<file path="src/rtl/thermocouple_j_linearizer_unit_macros.svh">
// ----------------------------------------------------------------------------
// Thermocouple J linearizer assertion macros
// Shared concurrent assertion forms, sampled on clk, off during reset.
// ----------------------------------------------------------------------------
`ifndef THERMOCOUPLE_J_LINEARIZER_UNIT_MACROS_SVH
`define THERMOCOUPLE_J_LINEARIZER_UNIT_MACROS_SVH

// same-cycle implication
`define TJL_ASSERT_IMP(label, ante, cons, msg) \
    label: assert property (@(posedge clk) disable iff (!rst_n) (ante) |-> (cons)) \
        else $error(msg);

// next-cycle implication
`define TJL_ASSERT_NXT(label, ante, cons, msg) \
    label: assert property (@(posedge clk) disable iff (!rst_n) (ante) |=> (cons)) \
        else $error(msg);

`endif

</file>
<file path="src/rtl/tjl_pkg.sv">
// ----------------------------------------------------------------------------
// Thermocouple J linearizer package
// Voltage table, field widths and the search pipeline item type.
// ----------------------------------------------------------------------------
package tjl_pkg;

    localparam int TABLE_POINTS       = 36;
    localparam int IDX_W              = 6;
    localparam int VOLT_W             = 16;
    localparam int DIFF_W             = VOLT_W + 1;
    localparam int TEMP_W             = 14;
    localparam int M_TDATA_W          = 24;
    localparam int BASE_W             = 14;
    localparam int ZERO_C_INDEX       = 5;
    localparam int TENTHS_PER_SEGMENT = 100;
    localparam int TEMP_MIN           = -8192;
    localparam int TEMP_MAX           = 8191;

    // type J table, -50 C to 300 C in 10 C steps, microvolts
    localparam logic signed [VOLT_W-1:0] VOLT_POINTS [TABLE_POINTS] = '{
        -16'sd2431, -16'sd1961, -16'sd1482, -16'sd995, -16'sd501,
        16'sd0,     16'sd507,   16'sd1019,  16'sd1537, 16'sd2059,
        16'sd2585,  16'sd3116,  16'sd3650,  16'sd4187, 16'sd4726,
        16'sd5269,  16'sd5814,  16'sd6360,  16'sd6909, 16'sd7459,
        16'sd8010,  16'sd8562,  16'sd9115,  16'sd9669, 16'sd10224,
        16'sd10779, 16'sd11334, 16'sd11889, 16'sd12445, 16'sd13000,
        16'sd13555, 16'sd14110, 16'sd14665, 16'sd15219, 16'sd15773,
        16'sd16327
    };

    typedef struct packed {
        logic signed [VOLT_W-1:0] volts;
        logic [IDX_W-1:0]         lo;
        logic [IDX_W-1:0]         hi;
    } srch_item_t;

endpackage

</file>
<file path="src/rtl/tjl_search_step.sv">
// ----------------------------------------------------------------------------
// Thermocouple J linearizer search step
// One registered bisection step of the segment search.
// ----------------------------------------------------------------------------
module tjl_search_step
    import tjl_pkg::*;
(
    input  logic       clk,
    input  logic       rst_n,
    input  logic       in_valid,
    output logic       in_ready,
    input  srch_item_t in_item,
    output logic       out_valid,
    input  logic       out_ready,
    output srch_item_t out_item
);

    logic             valid_reg;
    srch_item_t       item_reg;
    srch_item_t       item_next;
    logic [IDX_W:0]   span_sum;
    logic [IDX_W-1:0] mid;

    always_comb
    begin
        span_sum  = {1'b0, in_item.lo} + {1'b0, in_item.hi};
        mid       = span_sum[IDX_W:1];
        item_next = in_item;
        // interval already down to one segment: pass through
        if ((in_item.hi - in_item.lo) > IDX_W'(1))
        begin
            if (VOLT_POINTS[mid] > in_item.volts)
                item_next.hi = mid;
            else
                item_next.lo = mid;
        end
    end

    assign in_ready  = !valid_reg || out_ready;
    assign out_valid = valid_reg;
    assign out_item  = item_reg;

    always_ff @(posedge clk or negedge rst_n)
    begin
        if (!rst_n)
            valid_reg <= 1'b0;
        else if (in_ready)
            valid_reg <= in_valid;
    end

    always_ff @(posedge clk)
    begin
        if (in_valid && in_ready)
            item_reg <= item_next;
    end

endmodule

</file>
<file path="src/rtl/tjl_interp.sv">
// ----------------------------------------------------------------------------
// Thermocouple J linearizer interpolator
// Four stages: offset and slope fetch, multiply, base add, truncate/saturate.
// ----------------------------------------------------------------------------
module tjl_interp
    import tjl_pkg::*;
#(
    parameter int NSEG      = 35,
    parameter int FRAC_BITS = 16
)
(
    input  logic                     clk,
    input  logic                     rst_n,
    input  logic                     in_valid,
    output logic                     in_ready,
    input  logic signed [VOLT_W-1:0] in_volts,
    input  logic [IDX_W-1:0]         in_seg,
    output logic                     out_valid,
    input  logic                     out_ready,
    output logic signed [TEMP_W-1:0] out_temp,
    output logic [IDX_W-1:0]         out_seg
);

    // slope*10 < 0.25 for every segment, so F-1 bits hold the word
    localparam int SLOPE_W = FRAC_BITS - 1;
    localparam int PROD_W  = DIFF_W + SLOPE_W + 1;
    localparam int SUM_W   = PROD_W + 1;
    localparam int Q_W     = SUM_W - FRAC_BITS;

    // slope ROM, words rounded to nearest at elaboration
    logic [SLOPE_W-1:0] slope_rom [NSEG];

    for (genvar g = 0; g < NSEG; g++)
    begin : g_slope
        localparam longint D    = longint'(VOLT_POINTS[g+1]) - longint'(VOLT_POINTS[g]);
        localparam longint NUM  = longint'(TENTHS_PER_SEGMENT) << FRAC_BITS;
        localparam longint WORD = (D == 0) ? 64'sd0 : (NUM + D / 2) / D;
        assign slope_rom[g] = SLOPE_W'(WORD);
    end

    logic va_reg, vb_reg, vc_reg, vd_reg;
    logic ready_a, ready_b, ready_c, ready_d;

    logic signed [DIFF_W-1:0] diff_a_reg, diff_a_next;
    logic [SLOPE_W-1:0]       slope_a_reg;
    logic [IDX_W-1:0]         seg_a_reg, seg_b_reg, seg_c_reg, seg_d_reg;
    logic signed [PROD_W-1:0] prod_b_reg, prod_b_next;
    logic signed [SUM_W-1:0]  sum_c_reg, sum_c_next;
    logic signed [TEMP_W-1:0] temp_d_reg, temp_d_next;

    logic signed [SLOPE_W:0]  slope_s;
    logic signed [BASE_W-1:0] base_tenths;
    logic signed [SUM_W-1:0]  base_full;
    logic signed [SUM_W-1:0]  adjusted;
    logic signed [Q_W-1:0]    quot;

    assign ready_d  = !vd_reg || out_ready;
    assign ready_c  = !vc_reg || ready_d;
    assign ready_b  = !vb_reg || ready_c;
    assign ready_a  = !va_reg || ready_b;
    assign in_ready = ready_a;

    always_comb
    begin
        diff_a_next = DIFF_W'(in_volts) - DIFF_W'(VOLT_POINTS[in_seg]);

        slope_s     = $signed({1'b0, slope_a_reg});
        prod_b_next = diff_a_reg * slope_s;

        base_tenths = (BASE_W'(seg_b_reg) - BASE_W'(ZERO_C_INDEX))
                      * BASE_W'(TENTHS_PER_SEGMENT);
        base_full   = SUM_W'(base_tenths) <<< FRAC_BITS;
        sum_c_next  = SUM_W'(prod_b_reg) + base_full;

        // bias negative sums so the shift rounds toward zero
        if (sum_c_reg[SUM_W-1])
            adjusted = sum_c_reg + SUM_W'((longint'(1) << FRAC_BITS) - 1);
        else
            adjusted = sum_c_reg;
        quot = adjusted[SUM_W-1:FRAC_BITS];
        if (quot < Q_W'(TEMP_MIN))
            temp_d_next = TEMP_W'(TEMP_MIN);
        else if (quot > Q_W'(TEMP_MAX))
            temp_d_next = TEMP_W'(TEMP_MAX);
        else
            temp_d_next = quot[TEMP_W-1:0];
    end

    always_ff @(posedge clk or negedge rst_n)
    begin
        if (!rst_n)
        begin
            va_reg <= 1'b0;
            vb_reg <= 1'b0;
            vc_reg <= 1'b0;
            vd_reg <= 1'b0;
        end
        else
        begin
            if (ready_a)
                va_reg <= in_valid;
            if (ready_b)
                vb_reg <= va_reg;
            if (ready_c)
                vc_reg <= vb_reg;
            if (ready_d)
                vd_reg <= vc_reg;
        end
    end

    always_ff @(posedge clk)
    begin
        if (in_valid && ready_a)
        begin
            diff_a_reg  <= diff_a_next;
            slope_a_reg <= slope_rom[in_seg];
            seg_a_reg   <= in_seg;
        end
        if (va_reg && ready_b)
        begin
            prod_b_reg <= prod_b_next;
            seg_b_reg  <= seg_a_reg;
        end
        if (vb_reg && ready_c)
        begin
            sum_c_reg <= sum_c_next;
            seg_c_reg <= seg_b_reg;
        end
        if (vc_reg && ready_d)
        begin
            temp_d_reg <= temp_d_next;
            seg_d_reg  <= seg_c_reg;
        end
    end

    assign out_valid = vd_reg;
    assign out_temp  = temp_d_reg;
    assign out_seg   = seg_d_reg;

endmodule

</file>
<file path="src/rtl/thermocouple_j_linearizer_unit.sv">
// ----------------------------------------------------------------------------
// Thermocouple J linearizer
// Microvolt reading to tenths of a degree C by table search and interpolation.
// ----------------------------------------------------------------------------
// Input stream s_*: one item per thermocouple reading, s_tdata = microvolts.
// Output stream m_*: one item per input item, in order, carrying the
// temperature in 0.1 C and the table segment used for it.
// Readings outside the table extrapolate on the first or last segment;
// the temperature saturates to the 14-bit range.
// Pipeline: $clog2(segments) bisection stages plus four interpolation stages,
// 10 register stages with the default table.
// Throughput: one item per cycle while m_tready is high; each stage holds
// one item and the bisection steps each cost one stage with a table compare.
// Reset clears every stage valid; no item is in flight afterward.
// When m_tready is low the items stay put and bubbles close up, so
// s_tready drops only once every stage holds an item.
// ----------------------------------------------------------------------------
`include "thermocouple_j_linearizer_unit_macros.svh"

module thermocouple_j_linearizer_unit
    import tjl_pkg::*;
#(
    parameter int TABLE_SEGMENTS      = 35,
    parameter int SLOPE_FRACTION_BITS = 16
)
(
    input  logic                 clk,
    input  logic                 rst_n,
    input  logic                 s_tvalid,
    output logic                 s_tready,
    input  logic [VOLT_W-1:0]    s_tdata,   // [15:0] microvolts
    output logic                 m_tvalid,
    input  logic                 m_tready,
    output logic [M_TDATA_W-1:0] m_tdata    // [13:0] temp_tenths, [19:14] segment_index
);

    localparam int NSEG   = (TABLE_SEGMENTS > TABLE_POINTS - 1) ? TABLE_POINTS - 1 :
                            (TABLE_SEGMENTS < 1) ? 1 : TABLE_SEGMENTS;
    localparam int NSTEPS = (NSEG > 1) ? $clog2(NSEG) : 1;

    srch_item_t               stage_item  [NSTEPS+1];
    logic                     stage_valid [NSTEPS+1];
    logic                     stage_ready [NSTEPS+1];
    logic signed [TEMP_W-1:0] temp_tenths;
    logic [IDX_W-1:0]         segment_index;

    assign stage_valid[0]      = s_tvalid;
    assign stage_item[0].volts = s_tdata;
    assign stage_item[0].lo    = '0;
    assign stage_item[0].hi    = IDX_W'(NSEG);
    assign s_tready            = stage_ready[0];

    for (genvar k = 0; k < NSTEPS; k++)
    begin : g_step
        tjl_search_step u_step (
            .clk       (clk),
            .rst_n     (rst_n),
            .in_valid  (stage_valid[k]),
            .in_ready  (stage_ready[k]),
            .in_item   (stage_item[k]),
            .out_valid (stage_valid[k+1]),
            .out_ready (stage_ready[k+1]),
            .out_item  (stage_item[k+1])
        );
    end

    tjl_interp #(
        .NSEG      (NSEG),
        .FRAC_BITS (SLOPE_FRACTION_BITS)
    ) u_interp (
        .clk       (clk),
        .rst_n     (rst_n),
        .in_valid  (stage_valid[NSTEPS]),
        .in_ready  (stage_ready[NSTEPS]),
        .in_volts  (stage_item[NSTEPS].volts),
        .in_seg    (stage_item[NSTEPS].lo),
        .out_valid (m_tvalid),
        .out_ready (m_tready),
        .out_temp  (temp_tenths),
        .out_seg   (segment_index)
    );

    assign m_tdata = {{(M_TDATA_W - TEMP_W - IDX_W){1'b0}}, segment_index, temp_tenths};

    // search must have narrowed to a single segment
    `TJL_ASSERT_IMP(a_search_done, stage_valid[NSTEPS],
        stage_item[NSTEPS].hi == stage_item[NSTEPS].lo + IDX_W'(1), "search not converged")
    `TJL_ASSERT_IMP(a_seg_range, m_tvalid, segment_index < IDX_W'(NSEG),
        "segment index out of range")
    `TJL_ASSERT_IMP(a_empty_ready, !m_tvalid, s_tready, "input stalled with output empty")

endmodule
</file>
<file path="config.mk">
export PLATFORM = sky130hd
export DESIGN_NAME = thermocouple_j_linearizer_unit
export DESIGN_NICKNAME = d
export VERILOG_FILES = /design/src/rtl/tjl_pkg.sv /design/src/rtl/tjl_search_step.sv /design/src/rtl/tjl_interp.sv /design/src/rtl/thermocouple_j_linearizer_unit.sv
export VERILOG_INCLUDE_DIRS = /design/src /design/src/rtl
export SDC_FILE = /design/constraint.sdc
export NUM_CORES = 1
export LEC_CHECK = 0
export BUFFER_PORTS_ARGS = -buffer_cell sky130_fd_sc_hd__buf_2
export CAP_MARGIN = 40
export CORE_ASPECT_RATIO = 1.2
export CORE_MARGIN = 3
export CORE_UTILIZATION = 45
export CTS_CLUSTER_SIZE = 24
export DETAILED_ROUTE_END_ITERATION = 6
export PLACE_DENSITY = 0.63
export REMOVE_ABC_BUFFERS = 1
export SYNTH_ARGS = -nofsm -noshare
export SYNTH_HDL_FRONTEND = slang
export SYNTH_HIERARCHICAL = 1
export SYNTH_SLANG_ARGS = --single-unit
</file>
<file path="constraint.sdc">
create_clock -name clk -period 7.31 [get_ports clk]
set_input_delay 0.3655 -clock clk [delete_from_list [all_inputs] [get_ports clk]]
set_output_delay 0.3655 -clock clk [all_outputs]
set_load 0.02 [all_outputs]
</file>
==> metrics.md <==
| Metric | Value |
|---|---|
| Grt ovf | `0` |
| Worst-margin pin slew | `approximately 0.88 ns` |
| Die Wd | `roughly 260 um` |
| Synth-to-Final Area Change | `7.85%` |
| Drt initial violations | `around 2,300` |
| Dpl cell area | `~35,000 sq um` |
| First-pass GRT wire length | `between 100,000 and 150,000 um` |
| Core Area | `around 74,000 sq um` |
| Mapped Area | `~34,000 sq um` |
| Setup ws final | `about 0.42 ns` |
| Longest Clk Path Bufs | `3` |
| GRT Total Usage | `between 20% and 30%` |
| Synthesized instance count | `3,475` |
| Hold Vio Cnt, Final | `0` |
| Diode count | `0` |
| Clock buffer count from CTS | `38` |
| Worst reg-to-reg setup slack | `roughly 0.42 ns` |
| Worst setup EP type | `flop` |
| Final cell count without fillers | `approximately 4,500` |
| Antenna violations before repair | `0` |
| Die ar. | `78,200 sq um` |
| Max Cap Viol | `0` |
| FF-to-FF path depth | `21` |
| Residual DRC | `0` |
| Largest net degree at the start of global routing | `37` |
| Setup CP Type | `reg2reg` |
| PortBufs | `41` |
| Fillers | `7,008` |
| Setup tns final | `0 ns` |
| H-tree levels | `2` |
| Die Y | `306 um` |
| Sink Count | `roughly 310` |
| Final antenna-violating net count | `0` |
| Crit path DAT | `roughly 7.2 ns` |
| Fmax | `~150 MHz` |
| Number of global-route vias before repair | `25,097` |
| TritonCTS clock tree | `done` |
| Root Buffer | `clkbuf_16` |
| Worst path required time | `~7.6 ns` |
| DRT Pass-1 Iters | `6` |
| GP Congestion | `about 0.90` |
| Inst Count DP | `4,443` |
| Critical R2R Launch | `u_interp/slope_a_reg[6]` |
| Worst hold start | `s_tdata[12]` |
| Crit path launch type | `flop` |
| Final period utilization | `between 90% and 100%` |
| Starting Density | `a little under half` |
| Worst-skew pair later-pin latency | `0.58 ns` |
| Fin area | `around 36,000 sq um` |
| Fin. max-slew vios | `0` |
| Warnings, synthesis | `6` |
| Worst r2r dst | `u_interp/prod_b_reg[31]` |
| DP Wirelength | `roughly 66,000 um` |
| Post-Place Setup Slack | `around 0.41 ns` |
| Rel. slew slack | `between 40% and 50%` |
| Via Count | `around 25,000` |
| Via density | `approximately 5.6` |
| Layout cells sized above 1 | `8.89%` |
| WL final | `83,000 um` |
| Hold Path Depth | `1` |
| Max FFs per register | `162` |
| Final clock skew | `about 0.032 ns` |
| # setup viols final | `0` |
| Row count | `109` |
| Postcts setup bufs | `0` |
| Worst-path clk slew | `0.06 ns` |
| Nets | `a little over 4,000` |
| Mapped Avg Cell Area | `between 9 and 10 sq um` |
| Worst Hold End | `g_step[0].u_step/out_item[24]` |
| CP Max Fanout | `17` |
| Routed WL per cell | `approximately 18 um` |
| I/O pin cnt | `between 40 and 50` |
| Tmin final | `between 6 and 7 ns` |
| Outcome | `completed` |
| Unrepaired setup endpoints after global routing | `false` |
| Worst min path class | `in2reg` |
## critical path: stages (launching register included)
cell	delay (ns)
edfxtp_1	0.61
and2_1	0.26
fa_1	0.53
inv_1	0.05
fa_1	0.52
inv_1	0.05
fa_1	0.54
fa_1	0.45
fa_1	0.54
inv_1	0.05
fa_1	0.53
inv_1	0.05
ha_1	0.39
a2111oi_1	0.53
o21ai_1	0.14
a31oi_1	0.27
o21ai_0	0.12
a31oi_1	0.28
a21oi_1	0.17
a211oi_2	0.26
a21oi_1	0.12
xor2_1	0.14
## metrics by stage
stage	hold slack, ns	util, %
after floorplan	0.0699	-
after global placement	0.330	47.3
after detailed placement	0.333	47.4
after CTS	0.000705	49.2
after global routing	0.00433	49.2
final	0.0216	49.2
## what timing repair did
item / CTS / global route
resized for setup: 0 / 1
hold endpoints to repair: 16 / 1
endpoints found under the setup margin: 0 / 1
hold buffers: 7 / 1
## layer usage
layer  up-vias  global-route usage (%)  wire, um
met3       196                    2.17      3260
met2       724                    39.4     43300
met4         0                    9.42      3970
li1      12055                       -         -
met1     12111                    24.9     32400
met5         -                       0         0
## final cells by class
type	count	area (sq um)	area share, %
Multi-Input combinational cell	2502	22000	60.4
Timing Repair Buffer	95	691	1.90
Tap cell	999	1250	3.44
Clock inverter	29	270	0.743
Clock buffer	39	955	2.63
Inverter	549	2060	5.67
Sequential cell	307	9170	25.2
## placed cells by master (no fill, tap or decap), types with 56 or more instances in the layout
| cell type | n |
|---|---|
| and2_1 | 102 |
| edfxtp_1 | 297 |
| mux2i_1 | 56 |
| xnor2_1 | 75 |
| a21oi_1 | 212 |
| nand2_1 | 283 |
| fa_1 | 261 |
| ha_1 | 354 |
| inv_1 | 524 |
| nor3_1 | 98 |
| nor2_1 | 140 |
| o21ai_0 | 94 |
| nand3_1 | 68 |
## how the worst max path moves through the flow
stage / startpoint / to / slack (ns) / cells after the start
2_1_floorplan: u_interp/diff_a_reg[12] / u_interp/prod_b_reg[31] / 1.04 / 21
3_3_place_gp: u_interp/slope_a_reg[6] / u_interp/prod_b_reg[31] / 0.50 / 21
3_5_place_dp: u_interp/slope_a_reg[6] / u_interp/prod_b_reg[31] / 0.41 / 21
4_1_cts: u_interp/slope_a_reg[6] / u_interp/prod_b_reg[31] / 0.34 / 21
5_1_grt: u_interp/slope_a_reg[6] / u_interp/prod_b_reg[31] / 0.08 / 21
6_report: u_interp/slope_a_reg[6] / u_interp/prod_b_reg[31] / 0.42 / 21
Power is left out: the tool's default activity adds up to more than one toggle a clock period on the data nets, which glitch-free logic cannot reach.
